==> src/anb_pkg.sv <==
// ---------------------------------------------------------------------------
// anb_pkg
// types, codes and helper functions of the annex b codec sniffer
// ---------------------------------------------------------------------------
package anb_pkg;

  // scan phases of the start-code parser
  typedef enum logic [1:0] {
    PH_SCAN = 2'd0,
    PH_HDR0 = 2'd1,
    PH_HDR1 = 2'd2,
    PH_SKIP = 2'd3
  } phase_e;

  // codec codes on the result stream
  typedef enum logic [1:0] {
    CODE_UNKNOWN = 2'd0,
    CODE_AVC     = 2'd1,
    CODE_HEVC    = 2'd2,
    CODE_VVC     = 2'd3
  } codec_e;

  localparam logic [7:0] MaxUnitsReset = 8'd50;

  // one input byte with its end-of-stream mark
  typedef struct packed {
    logic [7:0] data_byte;
    logic       last_byte;
  } anb_item_t;

  // decision made for one byte
  typedef struct packed {
    logic   emit;
    codec_e code;
  } anb_result_t;

  // avc profile ids that identify an avc sps
  function automatic logic listed_profile(input logic [7:0] p);
    logic hit;
    case (p)
      8'd44, 8'd66, 8'd77, 8'd83, 8'd86, 8'd88, 8'd100, 8'd110,
      8'd118, 8'd122, 8'd128, 8'd134, 8'd135, 8'd138, 8'd139,
      8'd244: hit = 1'b1;
      default: hit = 1'b0;
    endcase
    return hit;
  endfunction

  // hevc vps/sps/pps nal types
  function automatic logic hevc_type(input logic [7:0] b0);
    logic [5:0] t;
    t = b0[6:1];
    return (t >= 6'd32) && (t <= 6'd34);
  endfunction

endpackage

==> src/anb_in_stage.sv <==
// ---------------------------------------------------------------------------
// anb_in_stage
// input register of the sniffer, advances whenever the result slot is free
// ---------------------------------------------------------------------------
module anb_in_stage (
  input  logic               clk_i,
  input  logic               rst_ni,
  input  logic               s_valid_i,
  output logic               s_ready_o,
  input  anb_pkg::anb_item_t s_item_i,
  input  logic               out_free_i,
  output logic               fire_o,
  output anb_pkg::anb_item_t item_o
);
  import anb_pkg::*;

  logic      valid_q;
  anb_item_t item_q;

  // held word is consumed when the result register can take a word
  assign fire_o    = valid_q && out_free_i;
  assign s_ready_o = !valid_q || fire_o;
  assign item_o    = item_q;

  // valid flag
  always_ff @(posedge clk_i or negedge rst_ni) begin
    if (!rst_ni) begin
      valid_q <= 1'b0;
    end else if (s_ready_o) begin
      valid_q <= s_valid_i;
    end
  end

  // payload
  always_ff @(posedge clk_i) begin
    if (s_valid_i && s_ready_o) begin
      item_q <= s_item_i;
    end
  end

endmodule

==> src/anb_sniff.sv <==
// ---------------------------------------------------------------------------
// anb_sniff
// start-code parser state, nal header checks and the unit limit register
// ---------------------------------------------------------------------------
module anb_sniff (
  input  logic                 clk_i,
  input  logic                 rst_ni,
  input  logic                 fire_i,
  input  anb_pkg::anb_item_t   item_i,
  input  logic                 cfg_we_i,
  input  logic [7:0]           cfg_wdata_i,
  output anb_pkg::anb_result_t result_o
);
  import anb_pkg::*;

  phase_e     phase_q, phase_d, phase_raw;
  logic [1:0] zero_run_q, zero_run_d;
  logic [7:0] hdr0_q, hdr0_d;
  logic [7:0] unit_cnt_q, unit_cnt_d;
  logic [7:0] max_units_q;

  logic [7:0] b;
  logic       last;
  logic       start_code, limit_at_sc, limit_next;
  logic       is_avc, is_hevc, is_vvc, hit;
  logic [7:0] cnt_inc;
  logic       emit_core;
  codec_e     code;

  assign b    = item_i.data_byte;
  assign last = item_i.last_byte;

  // start code and header checks
  assign start_code  = (b == 8'd1) && zero_run_q[1];
  assign limit_at_sc = unit_cnt_q >= max_units_q;
  assign is_avc      = (hdr0_q[4:0] == 5'd7) && listed_profile(b);
  assign is_hevc     = hevc_type(hdr0_q) && !hdr0_q[0] && (b[7:3] == 5'd0) &&
                       (b[2:0] != 3'd0);
  assign is_vvc      = (b[7:3] >= 5'd14) && (b[7:3] <= 5'd16);
  assign hit         = is_avc || is_hevc || is_vvc;
  assign cnt_inc     = (unit_cnt_q == 8'hFF) ? unit_cnt_q : unit_cnt_q + 8'd1;
  assign limit_next  = cnt_inc >= max_units_q;

  // next phase
  always_comb begin
    phase_raw = phase_q;
    case (phase_q)
      PH_SCAN: begin
        if (start_code) begin
          phase_raw = limit_at_sc ? PH_SKIP : PH_HDR0;
        end
      end
      PH_HDR0: begin
        phase_raw = last ? PH_HDR0 : PH_HDR1;
      end
      PH_HDR1: begin
        phase_raw = (hit || limit_next) ? PH_SKIP : PH_SCAN;
      end
      PH_SKIP: begin
        phase_raw = PH_SKIP;
      end
      default: begin
        phase_raw = PH_SCAN;
      end
    endcase
    phase_d = last ? PH_SCAN : phase_raw;
  end

  // decision outputs
  always_comb begin
    emit_core = 1'b0;
    code      = CODE_UNKNOWN;
    case (phase_q)
      PH_SCAN: begin
        emit_core = start_code && limit_at_sc;
      end
      PH_HDR0: begin
        emit_core = last;
        if (hevc_type(b)) begin
          code = CODE_HEVC;
        end
      end
      PH_HDR1: begin
        emit_core = hit || limit_next;
        if (is_avc) begin
          code = CODE_AVC;
        end else if (is_hevc) begin
          code = CODE_HEVC;
        end else if (is_vvc) begin
          code = CODE_VVC;
        end
      end
      default: begin
        emit_core = 1'b0;
      end
    endcase
    // end of stream without a decision reports unknown, but hevc on an hevc first header byte
    result_o.emit = emit_core || (last && (phase_q != PH_SKIP));
    result_o.code = emit_core ? code : CODE_UNKNOWN;
  end

  // zero run, header byte and unit count
  always_comb begin
    zero_run_d = zero_run_q;
    hdr0_d     = hdr0_q;
    unit_cnt_d = unit_cnt_q;
    case (phase_q)
      PH_SCAN: begin
        if (b == 8'd0) begin
          zero_run_d = zero_run_q[1] ? zero_run_q : zero_run_q + 2'd1;
        end else begin
          zero_run_d = 2'd0;
        end
      end
      PH_HDR0: begin
        hdr0_d = b;
      end
      PH_HDR1: begin
        if (!hit) begin
          unit_cnt_d = cnt_inc;
          if (!limit_next) begin
            zero_run_d = (b == 8'd0) ? 2'd1 : 2'd0;
          end
        end
      end
      default: begin
        zero_run_d = zero_run_q;
      end
    endcase
    if (last) begin
      zero_run_d = 2'd0;
      hdr0_d     = 8'd0;
      unit_cnt_d = 8'd0;
    end
  end

  // stream state registers
  always_ff @(posedge clk_i or negedge rst_ni) begin
    if (!rst_ni) begin
      phase_q    <= PH_SCAN;
      zero_run_q <= 2'd0;
      hdr0_q     <= 8'd0;
      unit_cnt_q <= 8'd0;
    end else if (fire_i) begin
      phase_q    <= phase_d;
      zero_run_q <= zero_run_d;
      hdr0_q     <= hdr0_d;
      unit_cnt_q <= unit_cnt_d;
    end
  end

  // unit limit register
  always_ff @(posedge clk_i or negedge rst_ni) begin
    if (!rst_ni) begin
      max_units_q <= MaxUnitsReset;
    end else if (cfg_we_i) begin
      max_units_q <= cfg_wdata_i;
    end
  end

endmodule

==> src/anb_out_reg.sv <==
// ---------------------------------------------------------------------------
// anb_out_reg
// result register holding one codec code until the sink takes it
// ---------------------------------------------------------------------------
module anb_out_reg (
  input  logic                 clk_i,
  input  logic                 rst_ni,
  input  logic                 fire_i,
  input  anb_pkg::anb_result_t result_i,
  output logic                 free_o,
  output logic                 m_valid_o,
  input  logic                 m_ready_i,
  output anb_pkg::codec_e      code_o
);
  import anb_pkg::*;

  logic   valid_q;
  codec_e code_q;

  assign free_o    = !valid_q || m_ready_i;
  assign m_valid_o = valid_q;
  assign code_o    = code_q;

  // valid flag
  always_ff @(posedge clk_i or negedge rst_ni) begin
    if (!rst_ni) begin
      valid_q <= 1'b0;
    end else if (fire_i && result_i.emit) begin
      valid_q <= 1'b1;
    end else if (m_ready_i) begin
      valid_q <= 1'b0;
    end
  end

  // code payload
  always_ff @(posedge clk_i) begin
    if (fire_i && result_i.emit) begin
      code_q <= result_i.code;
    end
  end

endmodule

==> src/annexb_nal_codec_sniffer_core.sv <==
// ---------------------------------------------------------------------------
// annexb_nal_codec_sniffer_core
// annex b start-code sniffer reporting the video codec of each stream
// ---------------------------------------------------------------------------
// Takes one stream byte per cycle, sustained while the sink takes codes, with
// tlast on the final byte. A byte is held in the input register and is
// decided on its way into the result register, so a code is registered on the
// result stream as the byte that caused it leaves the input register; one
// code is produced per stream (0 unknown, 1 avc, 2 hevc, 3 vvc). While the
// sink holds off a waiting code the input register cannot move on, so the
// input takes at most one more byte and then stalls until the code is taken.
// cfg_we_i writes the unit limit (reset 50); write it only while the block is
// idle.
module annexb_nal_codec_sniffer_core (
  input  logic       clk_i,
  input  logic       rst_ni,
  // unit limit register
  input  logic       cfg_we_i,
  input  logic [7:0] cfg_wdata_i,
  // byte stream
  input  logic       s_axis_tvalid,
  output logic       s_axis_tready,
  input  logic [7:0] s_axis_tdata,   // [7:0] data_byte
  input  logic       s_axis_tlast,   // last_byte
  // codec codes
  output logic       m_axis_tvalid,
  input  logic       m_axis_tready,
  output logic [7:0] m_axis_tdata    // [1:0] codec_code, [7:2] zero
);
  import anb_pkg::*;

  anb_item_t   s_item, item;
  anb_result_t result;
  logic        fire, out_free;
  codec_e      code;

  assign s_item.data_byte = s_axis_tdata;
  assign s_item.last_byte = s_axis_tlast;

  // input register
  anb_in_stage u_in_stage (
    .clk_i      (clk_i),
    .rst_ni     (rst_ni),
    .s_valid_i  (s_axis_tvalid),
    .s_ready_o  (s_axis_tready),
    .s_item_i   (s_item),
    .out_free_i (out_free),
    .fire_o     (fire),
    .item_o     (item)
  );

  // parser and decision
  anb_sniff u_sniff (
    .clk_i       (clk_i),
    .rst_ni      (rst_ni),
    .fire_i      (fire),
    .item_i      (item),
    .cfg_we_i    (cfg_we_i),
    .cfg_wdata_i (cfg_wdata_i),
    .result_o    (result)
  );

  // result register
  anb_out_reg u_out_reg (
    .clk_i     (clk_i),
    .rst_ni    (rst_ni),
    .fire_i    (fire),
    .result_i  (result),
    .free_o    (out_free),
    .m_valid_o (m_axis_tvalid),
    .m_ready_i (m_axis_tready),
    .code_o    (code)
  );

  assign m_axis_tdata = {6'd0, code};

endmodule

==> config.mk <==
export PLATFORM = sky130hd
export DESIGN_NAME = annexb_nal_codec_sniffer_core
export DESIGN_NICKNAME = d
export VERILOG_FILES = /design/src/anb_pkg.sv /design/src/anb_in_stage.sv /design/src/anb_sniff.sv /design/src/anb_out_reg.sv /design/src/annexb_nal_codec_sniffer_core.sv
export SDC_FILE = /design/constraint.sdc
export NUM_CORES = 1
export LEC_CHECK = 0
export BUFFER_PORTS_ARGS = -buffer_cell sky130_fd_sc_hd__buf_2
export CAP_MARGIN = 20
export CORE_MARGIN = 2
export CORE_UTILIZATION = 35
export CTS_CLUSTER_SIZE = 24
export DETAILED_ROUTE_END_ITERATION = 6
export GPL_TIMING_DRIVEN = 0
export PLACE_DENSITY = 0.53
export SYNTH_ARGS = -nofsm -noshare
export SYNTH_HDL_FRONTEND = slang
export SYNTH_SLANG_ARGS = --single-unit
==> constraint.sdc <==
create_clock -name clk_i -period 9.9 [get_ports clk_i]
set_clock_uncertainty 0.15 [all_clocks]
set_input_delay 1.98 -clock clk_i [delete_from_list [all_inputs] [get_ports clk_i]]
set_output_delay 1.98 -clock clk_i [all_outputs]
set_load 0.05 [all_outputs]
# Yosys cells after proc, flatten, opt, wreduce, memory -nomap -nowiden
# Index checks and enable logic that the tools add are counted.
# op_classes
order_cmp	8
add_sub_neg	2
reduce_logical	36
mux	27
n_eq_ne	28
# op_table
operator	n
$eq 8x7->1 const B	9
$eq 8x8->1 const B	7
$mux 8	4
$mux 2	13
$ge 8x8->1	2
$reduce_or 16->1	1
$mux 7	2
$logic_and 1x1->1	13
$ge 6x6->1 const B	2
$le 6x6->1 const B	2
$add 8x1->8 const B	1
$eq 8x1->1 const B	1
$eq 8x6->1 const B	1
$logic_not 8->1	1
$pmux 2 s2	2
$pmux 2 s4	1
$logic_or 1x1->1	6
$ne 3x3->1 const B	2
$reduce_bool 2->1	3
$reduce_bool 3->1	2
$eq 5x3->1 const B	1
$ge 5x4->1 const B	1
$le 5x5->1 const B	1
$logic_not 5->1	1
other kinds (14)	22
# totals
input_bits	22
output_inout_bits	10
ff_bits	40
elab_cells	112

# Depth between registers and ports, before layout
# logic_depth
ltp_word	12
depth_mapped	14
ltp_nobuf	14

# Cells and area by module
# A second synthesis with hierarchy kept.
# hier_totals
hier_cells	299
hier_area_um2	2813.9
# by_module_without_submodules
module	instances	area_per_inst_um2	cells_per_inst	seq_area_each_um2
anb_sniff	1	2322.2	271	679.4
anb_in_stage	1	330.3	14	295.3
anb_out_reg	1	112.6	7	85.1
annexb_nal_codec_sniffer_core	1	48.8	7	0.0

# Least setup slack after synthesis
# No wires, ideal clock.
# synth_timing
kind	input-to-output
start	in m_axis_tready
end	out s_axis_tready
path_stages	1
arrival_time_ps	2463
path_slack_ps	5307
path_buffers	0
t_required_ps	7770
cell_sequence	nand3b_1
# synth_via
elab_chain_len	3
# synth_rtl
element	line_no	rtl
start: declaration	annexb_nal_codec_sniffer_core.sv:27	input logic m_axis_tready,
$logic_or 1x1->1	anb_out_reg.sv:20	assign free_o = !valid_q || m_ready_i;
$logic_and 1x1->1	anb_in_stage.sv:21	assign fire_o = valid_q && out_free_i;
$logic_or 1x1->1	anb_in_stage.sv:22	assign s_ready_o = !valid_q || fire_o;
end: declaration	annexb_nal_codec_sniffer_core.sv:22	output logic s_axis_tready,
# Every way passes these cells.

# Worst setup path after layout
# Ends and elaborated chain as after synthesis.

==> summary.txt <==
Worst setup path
  – Critical Path Fanout Max: 3
  – Crit path largest cell delay: 230 ps
  – CP required: 7770 ps
  – Worst setup EP type: primary output
  – CP Launch Type: primary input
  – Most used cell along the critical path: buf_2
  – Setup Crit Path Kind: primary input to primary output
  – Slowest CP cell: buf_2
  – Crit path cell chain: buf_2 > nand3b_1 > buf_2
  – Arr. time, crit path: 2490 ps

Finish
  – Final Util: 40.08%
  – Seq. cell area: 1060 um2
  – Area Growth Syn to Fin: 13.03%
  – Design area: 3049 um2
  – Share of cells above drive strength 1: 17.76%
  – Final nets: 364
  – Area of the multi-input gates: 1476 um2
  – Diode count: 0
  – Non-filler cells, final: 423
  – Fill cells: 780

Clock network
  – Post-CTS Hold Fix Bufs: 0
  – Root Buffer: clkbuf_8
  – Clk buf depth: 2
  – CTS tree: built
  – Clock Latency Late Sink: 290 ps
  – Setup Fix Bufs, Post-CTS: 0
  – Cts bufs inserted: 5
  – H-tree depth: 2
  – Post-CTS Resized: 0
  – # clock sinks: 40
  – Clk pin slew, worst setup/hold paths: 70 ps

Timing
  – Worst Max-Slew Pin Slew: 688.8 ps
  – Worst hold slack: 336.9 ps
  – Setup WS post-layout: 5281 ps
  – Highest clock rate: 216.5 MHz
  – Final Cycle Share: 46.65%
  – RSZ-0062 raised after global routing: false
  – Max_slew headroom: 54.08%
  – Setup Viol. Count Final: 0
  – Tmin final: 4619 ps
  – Fin Setup TNS: 0 ps
  – Final hold vios: 0
  – Count of pins over their slew limit: 0

Synth
  – Synth Warn #: 0
  – Synth Cell Area: 2698 um2
  – Top cells by area, synth: dfrtp_1 24%, edfxtp_1 12%, ha_1 10%, o21ai_0 4.1%, nand2_1 3.8%
  – Seq cells post-synth: 40
  – Dominant cell type by area after synthesis: dfrtp_1
  – Post-Synthesis Cells: 283
  – Synth async-reset ratio: 72.50%
  – Distinct cells, synth: 62
  – Register area share after synthesis: 39.29%
  – Post-synth EDFFs: 11
  – Post-synth top area share: 24.12%
  – Post-synth top flop: dfrtp_1
  – Post-Syn Area per Cell: 9.532 um2

Power
  – VDD IR max: 0.07488 mV
  – Cell area power density: 155.0 nW/um2
  – Leak Pwr: 1.331 nW
  – Pwr Total: 0.4727 mW

Die
  – Starting Density: 35.46%
  – I/O Pins: 32
  – Core area: 7607 um2
  – Site row count: 32
  – DIE HEIGHT: 91.79 um
  – Die extent in x: 91.79 um
  – Die ar.: 8425 um2

Place
  – Gpl congestion: 0.8042
  – Area after DPL: 2969 um2
  – PortBufs: 25
  – Placement Setup Slack: 5281 ps
  – Cell count after placement: 415
  – DPL Wire Length: 4363 um

Route
  – Routed WL: 5652 um
  – Via count: 2173
  – Remaining antenna violation count: 0
  – 1st-iter DRT viols: 75
  – Average vias per placed instance: 5.137
  – Wire per inst: 13.36 um
  – Final routed DRC violation total: 0
  – Pre-antenna DRT Iters: 5

Run
  – Max-cap viol count: 0

GRT
  – First-pass GRT wire length: 9873 um
  – GRT Total Usage: 14.38%
  – Grt total ovfl: 0
  – Vias in the first global route: 2153
  – Pin count of the biggest net entering global routing: 30
  – Initial antenna violation count: 0

Min path
  – Hold crit path type: flip-flop to flip-flop

Run status
  – Status: finished clean
[critical path: cells and delay by family]
kind	cells	cell delay, ps
buffers and inverters	2	330
AND/OR/NAND/NOR	1	180
[layer usage]
| metal | track usage (%) | vias to the layer above | routed length, um |
|---|---|---|---|
| met1 | 19.10 | 1023 | 2693 |
| met4 | 5.348 | 0 | 98 |
| met3 | 2.547 | 9 | 223 |
| met5 | 0 | - | 0 |
| met2 | 23.47 | 44 | 2637 |
| li1 | - | 1097 | - |
[state kept, by name (all words and copies together) (netlist names)]
signal	cells
u_in_stage.item_o	9
u_sniff.zero_run_q	2
u_sniff.phase_q	2
u_sniff.hdr0_q	7
u_sniff.unit_cnt_q	8
u_in_stage.valid_q	1
u_sniff.max_units_q	8
u_out_reg.m_valid_o	1
u_out_reg.code_o	2
[layout by cell type, fill, tap and decap left out, types with 3 or more instances in the layout]
master,n
xnor2_1,5
a32o_1,8
nand2b_1,12
conb_1,6
o21ai_0,22
nor3_1,7
dfstp_2,3
clkbuf_1,7
clkbuf_8,5
o21a_1,3
ha_1,22
edfxtp_1,11
dfrtp_1,26
nor3b_1,6
a211oi_1,4
buf_6,3
nand3_1,11
nand2_1,27
buf_2,28
inv_1,16
nor2b_1,6
nor2_1,15
buf_4,7
a2111oi_0,3
a21oi_1,6
nand4_1,5
[report_power, final]
group          total (mW)  internal, mW  leakage (nW)  switching, mW
Sequential          0.214         0.195         0.479         0.0194
Clock               0.104        0.0491        0.0399         0.0551
Combinational       0.155        0.0607         0.812         0.0938
[worst paths after layout]
kind,startpoint,endpoint,slack [ps],cells past startpoint
max,m_axis_tready,s_axis_tready,5280,3
min,u_sniff.hdr0_q[5],u_sniff.hdr0_q[5],340,2
max reg2reg,u_sniff.unit_cnt_q[0],u_sniff.zero_run_q[0],6280,14
min reg2reg,u_sniff.hdr0_q[5],u_sniff.hdr0_q[5],340,2
max in group asynchronous,rst_ni,u_sniff.unit_cnt_q[3],7580,1
min in group asynchronous,rst_ni,u_sniff.max_units_q[2],1570,1
[cell families (layout without fill, tap and decap cells)]
group	after synthesis	after routing	synth area share (%)
adder cells (fa/ha/maj)	22	22	10.20
AND/OR/NAND/NOR	110	110	22.82
buffers and inverters	34	67	6.679
multiplexers	2	2	0.8348
flip-flops	40	40	39.29
XOR/XNOR	7	7	2.273
other	1	6	0.1390
AO/OA/AOI/OAI	67	67	17.77
[final cells by class]
cell class,instances,area share (%)
buffer,18,3.939
clock buffer,7,2.503
clock inverter,1,0.1231
inverter,16,1.970
multi-input combinational,214,48.42
sequential,40,34.76
tap,102,4.185
timing repair buffer,25,4.103
[cells in the mapped netlist, types with 2 or more instances]
library cell  count
nand2_1          27
nand4_1           5
nor4_1            2
ha_1             22
a211oi_1          4
dfrtp_1          26
buf_2             3
nand3_1          11
a32o_1            8
mux2_2            2
edfxtp_1         11
a41oi_1           2
inv_1            16
nor3_1            7
nor2b_1           6
xnor2_1           5
and2_1            2
dfstp_2           3
nor2_1           15
nor3b_1           6
o21ai_0          22
a2111oi_0         3
a31oi_1           2
o21ai_1           2
clkbuf_1          5
buf_6             3
nand3b_1          2
o21a_1            3
a21oi_1           6
a21o_1            2
nand2b_1         12
buf_4             7
xor2_1            2
(Power assumes the default switching activity.)
